### src/sv/ubd_pkg.sv
// shared types, constants and result builders for the unaligned block deblocker
package ubd_pkg;

    localparam int OFFSET_BITS = 48;
    localparam int COUNT_BITS  = 32;
    localparam int BS_W        = 17;
    localparam int SOFF_W      = 16;
    localparam int PADDR_W     = 3;
    localparam int REM_CNT_W   = $clog2(OFFSET_BITS + 1);

    localparam logic [BS_W-1:0] BS_RESET = BS_W'(512);
    localparam logic [BS_W-1:0] BS_MAX   = BS_W'(65536);

    typedef enum logic [1:0] {
        K_ISSUE      = 2'd0,
        K_TO_CLIENT  = 2'd1,
        K_TO_SCRATCH = 2'd2,
        K_DONE       = 2'd3
    } t_kind;

    typedef enum logic [1:0] {
        ST_OK    = 2'd0,
        ST_ERR   = 2'd1,
        ST_SHORT = 2'd2,
        ST_BUSY  = 2'd3
    } t_status;

    typedef enum logic [1:0] {
        BSEL_SCRATCH = 2'd0,
        BSEL_MID     = 2'd1,
        BSEL_WHOLE   = 2'd2
    } t_bsel;

    typedef enum logic {
        CMD_REQUEST    = 1'b0,
        CMD_COMPLETION = 1'b1
    } t_cmd;

    typedef struct packed {
        logic                   command;
        logic [OFFSET_BITS-1:0] byte_start;
        logic [COUNT_BITS-1:0]  byte_count;
        logic                   is_write;
        logic                   sub_error;
        logic [COUNT_BITS-1:0]  actual_count;
    } t_in_item;

    typedef struct packed {
        t_kind                  kind;
        logic [OFFSET_BITS-1:0] media_offset;
        logic [COUNT_BITS-1:0]  length;
        logic                   write_dir;
        t_bsel                  buffer_select;
        logic [COUNT_BITS-1:0]  client_offset;
        logic [SOFF_W-1:0]      scratch_offset;
        t_status                status;
        logic [COUNT_BITS-1:0]  bytes_done;
        logic                   last;
    } t_out_item;

    // remainder unit handshake
    typedef struct packed {
        logic                   start;
        logic [OFFSET_BITS-1:0] dividend;
        logic [BS_W-1:0]        divisor;
    } t_rem_req;

    function automatic t_out_item mk_issue(logic [OFFSET_BITS-1:0] media,
                                           logic [COUNT_BITS-1:0] len, logic wdir,
                                           t_bsel bsel, logic [COUNT_BITS-1:0] coff);
        t_out_item r;
        r = '0;
        r.kind          = K_ISSUE;
        r.media_offset  = media;
        r.length        = len;
        r.write_dir     = wdir;
        r.buffer_select = bsel;
        r.client_offset = coff;
        return r;
    endfunction

    function automatic t_out_item mk_copy(t_kind kind, logic [COUNT_BITS-1:0] len,
                                          logic [COUNT_BITS-1:0] coff,
                                          logic [SOFF_W-1:0] soff);
        t_out_item r;
        r = '0;
        r.kind           = kind;
        r.length         = len;
        r.client_offset  = coff;
        r.scratch_offset = soff;
        return r;
    endfunction

    function automatic t_out_item mk_done(t_status st, logic [COUNT_BITS-1:0] done);
        t_out_item r;
        r = '0;
        r.kind       = K_DONE;
        r.status     = st;
        r.bytes_done = done;
        return r;
    endfunction

    // same beat marked as the final one
    function automatic t_out_item with_last(t_out_item b);
        t_out_item r;
        r      = b;
        r.last = 1'b1;
        return r;
    endfunction

    // saturating byte counter add
    function automatic logic [COUNT_BITS-1:0] sat_add(logic [COUNT_BITS-1:0] a,
                                                      logic [COUNT_BITS-1:0] b);
        logic [COUNT_BITS:0] s;
        s = {1'b0, a} + {1'b0, b};
        return s[COUNT_BITS] ? {COUNT_BITS{1'b1}} : s[COUNT_BITS-1:0];
    endfunction

endpackage

### src/sv/ubd_cfg.sv
// block size register with its apb-style port and the clamped size in force
module ubd_cfg
    import ubd_pkg::*;
(
    input  logic               i_clk,
    input  logic               i_rst_n,
    input  logic               psel,
    input  logic               penable,
    input  logic               pwrite,
    input  logic [PADDR_W-1:0] paddr,
    input  logic [31:0]        pwdata,
    output logic [31:0]        prdata,
    output logic               pready,
    output logic [BS_W-1:0]    o_block_size
);

    logic [BS_W-1:0] r_bs;

    // register write on the access beat
    always_ff @(posedge i_clk) begin
        if (!i_rst_n) begin
            r_bs <= BS_RESET;
        end else if (psel && penable && pwrite && paddr[2] == 1'b0) begin
            r_bs <= pwdata[BS_W-1:0];
        end
    end

    assign pready = 1'b1;
    assign prdata = (paddr[2] == 1'b0) ? {{(32-BS_W){1'b0}}, r_bs} : 32'd0;

    // zero acts as one, oversize acts as the maximum
    always_comb begin
        if (r_bs == '0) begin
            o_block_size = BS_W'(1);
        end else if (r_bs > BS_MAX) begin
            o_block_size = BS_MAX;
        end else begin
            o_block_size = r_bs;
        end
    end

endmodule

### src/sv/ubd_rem.sv
// bit-serial remainder unit, one dividend bit per cycle
module ubd_rem
    import ubd_pkg::*;
(
    input  logic            i_clk,
    input  logic            i_rst_n,
    input  t_rem_req        i_req,
    output logic            o_done,
    output logic [BS_W-1:0] o_rem
);

    logic [OFFSET_BITS-1:0] r_div;
    logic [BS_W-1:0]        r_d;
    logic [BS_W-1:0]        r_rem;
    logic [REM_CNT_W-1:0]   r_cnt;
    logic                   r_run;
    logic [BS_W:0]          n_trial;
    logic [BS_W-1:0]        n_rem;

    // shift in next dividend bit, subtract divisor when it fits
    always_comb begin
        n_trial = {r_rem, r_div[OFFSET_BITS-1]};
        if (n_trial >= {1'b0, r_d}) begin
            n_rem = BS_W'(n_trial - {1'b0, r_d});
        end else begin
            n_rem = n_trial[BS_W-1:0];
        end
    end

    // control
    always_ff @(posedge i_clk) begin
        if (!i_rst_n) begin
            r_run <= 1'b0;
            r_cnt <= '0;
        end else if (i_req.start) begin
            r_run <= 1'b1;
            r_cnt <= REM_CNT_W'(OFFSET_BITS);
        end else if (r_run && r_cnt != '0) begin
            r_cnt <= r_cnt - REM_CNT_W'(1);
        end else begin
            r_run <= 1'b0;
        end
    end

    // datapath
    always_ff @(posedge i_clk) begin
        if (i_req.start) begin
            r_div <= i_req.dividend;
            r_d   <= i_req.divisor;
            r_rem <= '0;
        end else if (r_run && r_cnt != '0) begin
            r_div <= {r_div[OFFSET_BITS-2:0], 1'b0};
            r_rem <= n_rem;
        end
    end

    assign o_done = r_run && (r_cnt == '0);
    assign o_rem  = r_rem;

endmodule

### src/sv/unaligned_block_deblocker.sv
// Unaligned block deblocker: splits byte requests into block-aligned sub-requests.
// Input channel (i_in_valid/o_in_ready) carries client requests and completions of
// the sub-request issued before; the output channel (o_out_valid/i_out_ready)
// carries up to two result beats per input: issues, copies and a done beat,
// the final one marked by last.
// The block works on one input beat at a time and is not ready until every
// result beat of that input has been taken; it is ready again right after that.
// A new request runs the shared bit-serial remainder unit twice (start offset,
// then length); an aligned request then shows its beat, while a split one
// first passes the split states S_SPLIT_A to S_SPLIT_D and the step state S_STEP.
// Completions pass through S_STEP before their first result beat; busy answers
// go straight to S_OUT. Results wait in a two-entry result register; a stalled
// receiver just holds the current beat and the block takes no new input meanwhile.
// Synchronous active-low reset returns the block to idle, block size 512.
// The user must write the block size register through the apb-style port only
// while no input is pending; the block itself does not enforce this.
module unaligned_block_deblocker
    import ubd_pkg::*;
(
    input  logic               i_clk,
    input  logic               i_rst_n,
    input  logic               i_in_valid,
    output logic               o_in_ready,
    input  t_in_item           i_in_item,
    output logic               o_out_valid,
    input  logic               i_out_ready,
    output t_out_item          o_out_item,
    input  logic               psel,
    input  logic               penable,
    input  logic               pwrite,
    input  logic [PADDR_W-1:0] paddr,
    input  logic [31:0]        pwdata,
    output logic [31:0]        prdata,
    output logic               pready
);

    typedef enum logic [9:0] {
        S_IDLE    = 10'b0000000001,
        S_REM_A   = 10'b0000000010,
        S_REM_B   = 10'b0000000100,
        S_SPLIT_A = 10'b0000001000,
        S_SPLIT_B = 10'b0000010000,
        S_SPLIT_C = 10'b0000100000,
        S_SPLIT_D = 10'b0001000000,
        S_STEP    = 10'b0010000000,
        S_OUT     = 10'b0100000000,
        S_SPARE   = 10'b1000000000
    } t_seq;

    typedef enum logic [8:0] {
        PH_IDLE   = 9'b000000001,
        PH_RHEAD  = 9'b000000010,
        PH_RMID   = 9'b000000100,
        PH_RTAIL  = 9'b000001000,
        PH_WHEADR = 9'b000010000,
        PH_WHEADW = 9'b000100000,
        PH_WMID   = 9'b001000000,
        PH_WTAILR = 9'b010000000,
        PH_WTAILW = 9'b100000000
    } t_phase;

    logic [BS_W-1:0]        w_bs;
    t_rem_req               w_rem_req;
    logic                   w_rem_done;
    logic [BS_W-1:0]        w_rem;

    t_seq                   r_seq;
    t_phase                 r_phase;
    t_in_item               r_in;
    logic                   r_mode_go;
    logic [SOFF_W-1:0]      r_off;
    logic [SOFF_W-1:0]      r_crem;
    logic                   r_small;
    logic [COUNT_BITS-1:0]  r_head;
    logic [COUNT_BITS-1:0]  r_mid;
    logic [COUNT_BITS-1:0]  r_tail;
    logic [COUNT_BITS-1:0]  r_xfer;
    logic [COUNT_BITS-1:0]  r_cur;
    logic                   r_wr;
    logic [OFFSET_BITS-1:0] r_addr_head;
    logic [OFFSET_BITS-1:0] r_addr_mid;
    logic [OFFSET_BITS-1:0] r_addr_tail;
    t_out_item              r_res [2];
    logic                   r_nres;
    logic                   r_idx;

    // step results
    t_out_item              n_res [2];
    logic [1:0]             n_k;
    t_phase                 n_phase;
    logic [COUNT_BITS-1:0]  n_cur;
    logic [COUNT_BITS-1:0]  n_xfer;

    // split helpers
    logic [COUNT_BITS:0]    w_span;
    logic [BS_W-1:0]        w_tsum;

    ubd_cfg u_cfg (
        .i_clk        (i_clk),
        .i_rst_n      (i_rst_n),
        .psel         (psel),
        .penable      (penable),
        .pwrite       (pwrite),
        .paddr        (paddr),
        .pwdata       (pwdata),
        .prdata       (prdata),
        .pready       (pready),
        .o_block_size (w_bs)
    );

    ubd_rem u_rem (
        .i_clk   (i_clk),
        .i_rst_n (i_rst_n),
        .i_req   (w_rem_req),
        .o_done  (w_rem_done),
        .o_rem   (w_rem)
    );

    assign o_in_ready  = (r_seq == S_IDLE);
    assign o_out_valid = (r_seq == S_OUT);
    assign o_out_item  = r_res[r_idx];

    // remainder unit launch: start offset on accept, then length
    always_comb begin
        w_rem_req.start    = 1'b0;
        w_rem_req.dividend = r_in.byte_start;
        w_rem_req.divisor  = w_bs;
        if (r_seq == S_REM_A && w_rem_done) begin
            w_rem_req.start    = 1'b1;
            w_rem_req.dividend = {{(OFFSET_BITS-COUNT_BITS){1'b0}}, r_in.byte_count};
        end else if (r_seq == S_IDLE && i_in_valid && i_in_item.command == CMD_REQUEST
                     && r_phase == PH_IDLE) begin
            w_rem_req.start    = 1'b1;
            w_rem_req.dividend = i_in_item.byte_start;
        end
    end

    // split arithmetic
    assign w_span = {1'b0, r_in.byte_count} + {{(COUNT_BITS+1-SOFF_W){1'b0}}, r_off};
    assign w_tsum = {1'b0, r_off} + {1'b0, r_crem};

    // one phase step: completion handling and entry into the next part
    always_comb begin
        logic                  v_go;
        logic                  v_fin;
        logic                  v_ign;
        logic [1:0]            v_from;
        t_status               v_st;
        logic [COUNT_BITS-1:0] v_c;
        logic [COUNT_BITS-1:0] v_off32;
        logic [COUNT_BITS-1:0] v_bs32;
        logic [COUNT_BITS-1:0] v_act;

        n_res[0] = '0;
        n_res[1] = '0;
        n_k      = 2'd0;
        n_phase  = r_phase;
        n_cur    = r_cur;
        n_xfer   = r_xfer;
        v_go     = 1'b0;
        v_fin    = 1'b0;
        v_ign    = 1'b0;
        v_from   = 2'd0;
        v_st     = ST_OK;
        v_c      = '0;
        v_act    = r_in.actual_count;
        v_off32  = {{(COUNT_BITS-SOFF_W){1'b0}}, r_off};
        v_bs32   = {{(COUNT_BITS-BS_W){1'b0}}, w_bs};

        if (r_mode_go) begin
            v_go = 1'b1;
        end else begin
            if (r_in.sub_error) begin
                v_st = ST_ERR;
            end
            // account for the completed sub-request
            unique case (r_phase)
                PH_RHEAD: begin
                    if (v_act > v_off32) begin
                        v_c = v_act - v_off32;
                        if (v_c > r_head) begin
                            v_c = r_head;
                        end
                        n_res[n_k[0]] = mk_copy(K_TO_CLIENT, v_c, n_xfer, r_off);
                        n_k = n_k + 2'd1;
                        n_xfer = sat_add(n_xfer, v_c);
                        if (v_c < r_head && !r_in.sub_error) begin
                            v_st = ST_SHORT;
                        end
                    end
                end
                PH_RMID, PH_WMID: begin
                    n_xfer = sat_add(n_xfer, v_act);
                end
                PH_RTAIL: begin
                    v_c = (v_act < r_tail) ? v_act : r_tail;
                    if (v_c != '0) begin
                        n_res[n_k[0]] = mk_copy(K_TO_CLIENT, v_c, n_xfer, '0);
                        n_k = n_k + 2'd1;
                        n_xfer = sat_add(n_xfer, v_c);
                        if (v_c < r_tail && !r_in.sub_error) begin
                            v_st = ST_SHORT;
                        end
                    end
                end
                PH_WHEADR: begin
                    if (v_act == r_cur) begin
                        n_res[n_k[0]] = mk_copy(K_TO_SCRATCH, r_head, n_xfer, r_off);
                        n_k = n_k + 2'd1;
                    end
                end
                PH_WHEADW: begin
                    if (v_act == r_cur) begin
                        n_xfer = sat_add(n_xfer, r_head);
                    end
                end
                PH_WTAILR: begin
                    if (v_act == r_cur) begin
                        n_res[n_k[0]] = mk_copy(K_TO_SCRATCH, r_tail, n_xfer, '0);
                        n_k = n_k + 2'd1;
                    end
                end
                PH_WTAILW: begin
                    if (v_act == r_cur) begin
                        n_xfer = sat_add(n_xfer, r_tail);
                    end
                end
                default: begin
                    v_ign = 1'b1;
                end
            endcase

            // decide how to continue
            if (!v_ign) begin
                if (v_st != ST_OK || v_act != r_cur) begin
                    v_fin = 1'b1;
                end else begin
                    unique case (r_phase)
                        PH_WHEADR: begin
                            n_phase = PH_WHEADW;
                            n_cur   = v_bs32;
                            n_res[n_k[0]] = mk_issue(r_addr_head, v_bs32, 1'b1,
                                                     BSEL_SCRATCH, '0);
                            n_k = n_k + 2'd1;
                        end
                        PH_WTAILR: begin
                            n_phase = PH_WTAILW;
                            n_cur   = v_bs32;
                            n_res[n_k[0]] = mk_issue(r_addr_tail, v_bs32, 1'b1,
                                                     BSEL_SCRATCH, '0);
                            n_k = n_k + 2'd1;
                        end
                        PH_RHEAD, PH_WHEADW: begin
                            v_go   = 1'b1;
                            v_from = 2'd1;
                        end
                        PH_RMID, PH_WMID: begin
                            v_go   = 1'b1;
                            v_from = 2'd2;
                        end
                        default: begin
                            v_go   = 1'b1;
                            v_from = 2'd3;
                        end
                    endcase
                end
            end
        end

        // enter the next non-empty part
        if (v_go) begin
            if (v_from == 2'd0 && r_head != '0) begin
                n_phase = r_wr ? PH_WHEADR : PH_RHEAD;
                n_cur   = v_bs32;
                n_res[n_k[0]] = mk_issue(r_addr_head, v_bs32, 1'b0, BSEL_SCRATCH, '0);
                n_k = n_k + 2'd1;
            end else if (v_from < 2'd2 && r_mid != '0) begin
                n_phase = r_wr ? PH_WMID : PH_RMID;
                n_cur   = r_mid;
                n_res[n_k[0]] = mk_issue(r_addr_mid, r_mid, r_wr, BSEL_MID, r_head);
                n_k = n_k + 2'd1;
            end else if (v_from < 2'd3 && r_tail != '0) begin
                n_phase = r_wr ? PH_WTAILR : PH_RTAIL;
                n_cur   = v_bs32;
                n_res[n_k[0]] = mk_issue(r_addr_tail, v_bs32, 1'b0, BSEL_SCRATCH, '0);
                n_k = n_k + 2'd1;
            end else begin
                v_fin = 1'b1;
            end
        end

        // request done beat
        if (v_fin) begin
            n_phase = PH_IDLE;
            n_res[n_k[0]] = mk_done(v_st, n_xfer);
            n_k = n_k + 2'd1;
        end

        if (n_k == 2'd1) begin
            n_res[0].last = 1'b1;
        end else if (n_k == 2'd2) begin
            n_res[1].last = 1'b1;
        end
    end

    // sequencer
    always_ff @(posedge i_clk) begin
        if (!i_rst_n) begin
            r_seq   <= S_IDLE;
            r_phase <= PH_IDLE;
            r_idx   <= 1'b0;
            r_nres  <= 1'b0;
        end else begin
            unique case (r_seq)
                S_IDLE: begin
                    r_idx <= 1'b0;
                    if (i_in_valid) begin
                        if (i_in_item.command == CMD_COMPLETION) begin
                            r_seq <= S_STEP;
                        end else if (r_phase != PH_IDLE) begin
                            r_nres <= 1'b0;
                            r_seq  <= S_OUT;
                        end else begin
                            r_seq <= S_REM_A;
                        end
                    end
                end
                S_REM_A: begin
                    if (w_rem_done) begin
                        r_seq <= S_REM_B;
                    end
                end
                S_REM_B: begin
                    if (w_rem_done) begin
                        if (r_off == '0 && w_rem == '0) begin
                            r_nres <= 1'b0;
                            r_seq  <= S_OUT;
                        end else begin
                            r_seq <= S_SPLIT_A;
                        end
                    end
                end
                S_SPLIT_A: r_seq <= S_SPLIT_B;
                S_SPLIT_B: r_seq <= S_SPLIT_C;
                S_SPLIT_C: r_seq <= S_SPLIT_D;
                S_SPLIT_D: r_seq <= S_STEP;
                S_STEP: begin
                    r_phase <= n_phase;
                    r_nres  <= (n_k == 2'd2);
                    r_seq   <= (n_k == 2'd0) ? S_IDLE : S_OUT;
                end
                S_OUT: begin
                    if (i_out_ready) begin
                        if (r_idx == r_nres) begin
                            r_seq <= S_IDLE;
                        end else begin
                            r_idx <= 1'b1;
                        end
                    end
                end
                default: r_seq <= S_IDLE;
            endcase
        end
    end

    // request bookkeeping and result registers
    always_ff @(posedge i_clk) begin
        if (!i_rst_n) begin
            r_xfer <= '0;
            r_cur  <= '0;
        end else begin
            case (r_seq)
                S_IDLE: begin
                    if (i_in_valid) begin
                        r_in      <= i_in_item;
                        r_mode_go <= (i_in_item.command == CMD_REQUEST);
                        if (i_in_item.command == CMD_REQUEST && r_phase != PH_IDLE) begin
                            r_res[0] <= with_last(mk_done(ST_BUSY, '0));
                        end
                    end
                end
                S_REM_A: begin
                    if (w_rem_done) begin
                        r_off <= w_rem[SOFF_W-1:0];
                    end
                end
                S_REM_B: begin
                    if (w_rem_done) begin
                        r_crem   <= w_rem[SOFF_W-1:0];
                        r_res[0] <= with_last(mk_issue(r_in.byte_start, r_in.byte_count,
                                                       r_in.is_write, BSEL_WHOLE, '0));
                    end
                end
                S_SPLIT_A: begin
                    r_small     <= (w_span < {{(COUNT_BITS+1-BS_W){1'b0}}, w_bs});
                    r_wr        <= r_in.is_write;
                    r_xfer      <= '0;
                    r_cur       <= '0;
                    r_addr_head <= r_in.byte_start
                                   - {{(OFFSET_BITS-SOFF_W){1'b0}}, r_off};
                    if (w_tsum >= w_bs) begin
                        r_tail <= {{(COUNT_BITS-BS_W){1'b0}}, BS_W'(w_tsum - w_bs)};
                    end else begin
                        r_tail <= {{(COUNT_BITS-BS_W){1'b0}}, w_tsum};
                    end
                    if (r_off != '0) begin
                        r_head <= {{(COUNT_BITS-BS_W){1'b0}}, BS_W'(w_bs - {1'b0, r_off})};
                    end else begin
                        r_head <= '0;
                    end
                end
                S_SPLIT_B: begin
                    if (r_small) begin
                        r_head <= r_in.byte_count;
                        r_tail <= '0;
                        r_mid  <= '0;
                    end else begin
                        r_mid <= r_in.byte_count - r_head;
                    end
                end
                S_SPLIT_C: begin
                    r_mid      <= r_mid - r_tail;
                    r_addr_mid <= r_in.byte_start
                                  + {{(OFFSET_BITS-COUNT_BITS){1'b0}}, r_head};
                end
                S_SPLIT_D: begin
                    r_addr_tail <= r_addr_mid + {{(OFFSET_BITS-COUNT_BITS){1'b0}}, r_mid};
                end
                S_STEP: begin
                    r_res[0] <= n_res[0];
                    r_res[1] <= n_res[1];
                    r_cur    <= n_cur;
                    r_xfer   <= n_xfer;
                end
                default: begin
                end
            endcase
        end
    end

endmodule
### config.mk
export PLATFORM = sky130hd
export DESIGN_NAME = unaligned_block_deblocker
export DESIGN_NICKNAME = d
export VERILOG_FILES = /design/src/sv/ubd_pkg.sv /design/src/sv/ubd_cfg.sv /design/src/sv/ubd_rem.sv /design/src/sv/unaligned_block_deblocker.sv
export SDC_FILE = /design/constraint.sdc
export NUM_CORES = 2
export LEC_CHECK = 0
export ABC_AREA = 1
export BUFFER_PORTS_ARGS = -buffer_cell sky130_fd_sc_hd__buf_2
export CELL_PAD_IN_SITES_DETAIL_PLACEMENT = 1
export CELL_PAD_IN_SITES_GLOBAL_PLACEMENT = 2
export CORE_UTILIZATION = 30
export CTS_BUF_LIST = sky130_fd_sc_hd__clkbuf_8 sky130_fd_sc_hd__clkbuf_16
export CTS_CLUSTER_SIZE = 25
export DETAILED_ROUTE_END_ITERATION = 7
export PLACE_DENSITY = 0.75
export SLEW_MARGIN = 30
export SYNTH_ARGS = -nofsm -noshare
export SYNTH_HDL_FRONTEND = slang
export SYNTH_SLANG_ARGS = --single-unit
### constraint.sdc
create_clock -name i_clk -period 23 [get_ports i_clk]
set_input_delay 2.3 -clock i_clk [delete_from_list [all_inputs] [get_ports i_clk]]
set_output_delay 2.3 -clock i_clk [all_outputs]
set_load 0.03 [all_outputs]
# After elaboration in Yosys (flattened, before gate mapping)
# Memory sizes are Yosys's and may differ from the RTL's. A register that Yosys moved wholly into a read port is not among the register bits.
# Index checks and enable logic that the tools add are counted.
[classes]
reduce_logical = 56
n_bitwise = 8
n_lt_le_gt_ge = 17
muxes = 162
eq_ne = 35
addsub = 20
[op_table]
columns = ["cell", "count"]
rows = [
  ["$mux 336", 8],
  ["$bwmux 336", 6],
  ["$mux 168", 8],
  ["$mux 32", 26],
  ["$pmux 168 s4", 1],
  ["$pmux 336 s2", 1],
  ["$demux 168 s1", 3],
  ["$mux 167", 2],
  ["$pmux 32 s2", 5],
  ["$add 32x32->33", 5],
  ["$pmux 32 s5", 1],
  ["$reduce_bool 32->1", 4],
  ["$mux 9", 12],
  ["$mux 17", 6],
  ["$mux 49", 2],
  ["$add 48x32->48", 2],
  ["$lt 32x32->1", 3],
  ["$mux 48", 2],
  ["$pmux 10 s9", 1],
  ["$sub 32x32->32", 2],
  ["$mux 10", 5],
  ["$sub 48x16->48", 1],
  ["$mux 1", 43],
  ["$mux 2", 19],
  ["other kinds (71)", 130],
]
[word_totals]
mem_bits_rw = 336
reg_bits = 580
input_bits = 157
output_inout_bits = 203
wordCells = 328
memories = 1
[memory_table]
columns = ["name", "words", "word_bits", "read_ports", "rd_clocked_by_memory_dff", "write_ports", "line_no", "source"]
rows = [
  ["r_res", 2, 168, 1, 1, 2, "unaligned_block_deblocker.sv:83", "t_out_item r_res [2];"],
]

# Logic depth before layout (Yosys ltp)
[logic_depth]
ltp_word = 32
ltp_mapped = 57
ltp_nobuf = 55

# Cells and area by module
# Synthesis repeated with hierarchy kept, for this count alone.
[unflattened]
hier_cells = 7911
hier_area_um2 = 64871.0
[by_module_without_submodules]
columns = ["mod", "cells_each", "area_each_um2", "n_inst", "seq_area_each_um2"]
rows = [
  ["unaligned_block_deblocker", 7132, 58886.5, 1, 22481.6],
  ["ubd_rem", 629, 4977.3, 1, 2432.3],
  ["ubd_cfg", 150, 1007.2, 1, 340.3],
]

# Worst setup path before layout
# No wires, ideal clock.
[synth_timing]
path_kind = "input to register"
startpoint = "input port i_rst_n"
endpoint = "memory r_res[0][0] (netlist bit) (enable)"
required_ns = 22.466
arrival_ns = 14.684
cell_stages = 5
setup_slack_ns = 7.782
setup_time_ns = 0.534
path_buffers = 1
cell_sequence = "clkbuf_1 clkinv_1 nor3_1 nand2_1 nand2_1"
[synth_rtl]
columns = ["element", "line_no", "source"]
rows = [
  ["from (decl)", "unaligned_block_deblocker.sv:21", "input logic i_rst_n,"],
  ["to (decl)", "unaligned_block_deblocker.sv:83", ""],
]

==> results.json <==
{
  "num_rows": 169,
  "area_delta_synth_final_pct": 13.9,
  "synthArstFlopShare_pct": 0,
  "most-common-layout-cells": "nand2_1, edfxtp_1, inv_1",
  "fmax_mhz": 78.8,
  "ctsResizeCount": 0,
  "tns_ps": 0,
  "finalWirelength_mm": 306,
  "fin_cells": 10800,
  "grt_max_degree": 116,
  "post-cts-setup-buffer-count": 0,
  "finalInstanceArea_um2": 72900,
  "hold_buffers": 0,
  "area.sequential_um2": 25300,
  "initial_utilization_pct": 30.2,
  "dp_slack_ps": 10740,
  "yosys_warnings": 0,
  "setup_violations": 0,
  "min_path_type": "flip-flop to flip-flop",
  "core-area_um2": 212000,
  "numCtsBuffers": 110,
  "h-tree-depth": 3,
  "synth_top_cell_by_area": "edfxtp_1",
  "fin_crit_ps": 12690,
  "worst-slew-pin-transition_ps": 1150,
  "num_io_pins": 360,
  "drtIter0Drc": 5322,
  "vias_per_cell": 5.59,
  "cp_common_cell": "nand2_1",
  "die_area_um2": 215000,
  "multi_input_area_um2": 34600,
  "critPathLaunch": "r_off[2]",
  "r2r_start": "r_off[2]",
  "setup_ws_ps": 10310,
  "cts_tree": "done",
  "cts_root_buffer": "clkbuf_16",
  "p_leak_uw": 0.0299,
  "drv_cap": 0,
  "synth.top_cell.area_share_pct": 35.5,
  "total_power_uw": 5380,
  "gp_congestion": 0.954,
  "synthTopCellsByArea": "edfxtp_1, ha_1, nand2_1",
  "crit_slowest_cell": "o31ai_1",
  "synth-seq-area-share_pct": 39.5,
  "slew_headroom_pct": 22.9,
  "cp-start-kind": "flip-flop",
  "critPathKind": "flip-flop to flip-flop",
  "cp_max_fo": 60,
  "die_w_um": 464,
  "fillers": 25200,
  "drtAntennaViolNets": 0,
  "irDropWorstVdd_v": 0.0000611,
  "p_per_area_nw_per_um2": 73.9,
  "yosys.cell_types.count": 82,
  "grt_pass1_wl_mm": 435,
  "clkSinkCount": 883,
  "period_share_pct": 55.2,
  "placed_cell_area_um2": 69100,
  "dp_hpwl_mm": 231,
  "cp-end-kind": "flip-flop",
  "syn_area_um2": 64000,
  "slew_violations": 0,
  "dieHeight_um": 464,
  "synth_edf_count": 757,
  "io_buffer_count": 326,
  "rsz0062_at_grt": "false",
  "syn_inst": 7608,
  "fin_nets": 8552,
  "grt_use_total_pct": 27.6,
  "route.detailed.drc": 0,
  "r2r_slack_ps": 10310,
  "antenna_found_initial": 18,
  "crit_required_ps": 23460,
  "drtPass1Iterations": 5,
  "layout_commonest_cell": "nand2_1",
  "ys_ff_latch": 883,
  "clkLatencyLatePin_ps": 840,
  "max_stage_delay_ps": 740,
  "clock_path_buffers": 3,
  "hold_viol_final": 0,
  "crit_arrival_ps": 13150,
  "status": "finished clean",
  "wl_per_cell_um": 28.3,
  "synth_ff_type": "edfxtp_1",
  "grt_pass1_vias": 60800,
  "grt_overflow": 0,
  "dp.cells": 10600,
  "syn_area_per_cell_um2": 8.41,
  "min-delay-start": "u_rem.r_cnt[0]",
  "drive_above_1_share_pct": 12.0,
  "fin_skew_ps": 103,
  "clk_pin_slew_ps": 60,
  "vias": 60400
}
cell families (layout without fill, tap and decap cells):
kind of cell / count (synthesis) / after routing / synth area share [%]
AND/OR/NAND/NOR: 2624 / 2624 / 17.5
other: 2 / 35 / 0.0117
buffers and inverters: 1103 / 1452 / 6.84
multiplexers: 149 / 149 / 2.62
AO/OA/AOI/OAI: 1930 / 1930 / 17.9
adder cells (fa/ha/maj): 501 / 501 / 9.99
flip-flops: 883 / 883 / 39.5
XOR/XNOR: 416 / 416 / 5.70
synthesized netlist by cell type (all sizes together) (87+ instances only):
cell type	number
ha	485
nand2	1213
nor3	155
a21oi	650
nor2	782
inv	771
xor2	327
buf	87
edfxtp	757
nand3	279
clkbuf	238
o22ai	101
nand4	92
dfxtp	126
xnor2	89
mux2	149
o21ai	685
where the power goes:
part	internal, uW	total, uW	switching, uW
Sequential	1880	2030	145
Combinational	468	1530	1060
Clock	1050	1830	777
layer usage:
layer / vias to the layer above / track usage, % / wire [um]
met3: 568 / 4.20 / 19700
met1: 30100 / 37.1 / 134000
li1: 27400 / - / -
met5: - / 0 / 25
met4: 4 / 13.4 / 16600
met2: 2325 / 43.2 / 135000
layout make-up:
class | count | area share (%)
clock buffer | 112 | 3.83
sequential | 883 | 34.7
timing repair buffer | 470 | 3.83
antenna | 4 | 0.0137
inverter | 778 | 4.03
clock inverter | 92 | 1.30
tap | 2821 | 4.84
multi-input combinational | 5651 | 47.5
worst max-delay path, delay by kind of cell, from the launching register on:
| family | cells | cell delay [ps] |
|---|---|---|
| buf+inv | 4 | 1370 |
| compound gates | 19 | 5710 |
| fa+ha+maj | 4 | 1300 |
| flops | 1 | 440 |
| simple gates | 21 | 3200 |
| xor+xnor | 1 | 220 |
path summary, 6_finish.rpt:
check                        end  cells past startpoint
hold reg to reg   u_rem.r_cnt[0]                      2
hold / removal    u_rem.r_cnt[0]                      2
setup / recovery     r_res[1][2]                     49
setup reg to reg     r_res[1][2]                     49
state kept, by name, indices dropped and copies added (netlist names), 32 cells and up, named ones only:
signal       flops
r_res          318
r_in           114
r_addr_head     48
r_addr_mid      48
r_addr_tail     48
u_rem.r_div     48
r_cur           32
r_head          32
r_mid           32
r_xfer          32
metrics by stage:
stage | hold slack, ps | utilization (%)
global route | 498 | 34.4
finish | 470 | 34.4
global placement | 454 | 32.6
detailed placement | 469 | 32.6
floorplan | 427 | -
CTS | 478 | 34.4
Power figures use the tool's default switching activity.
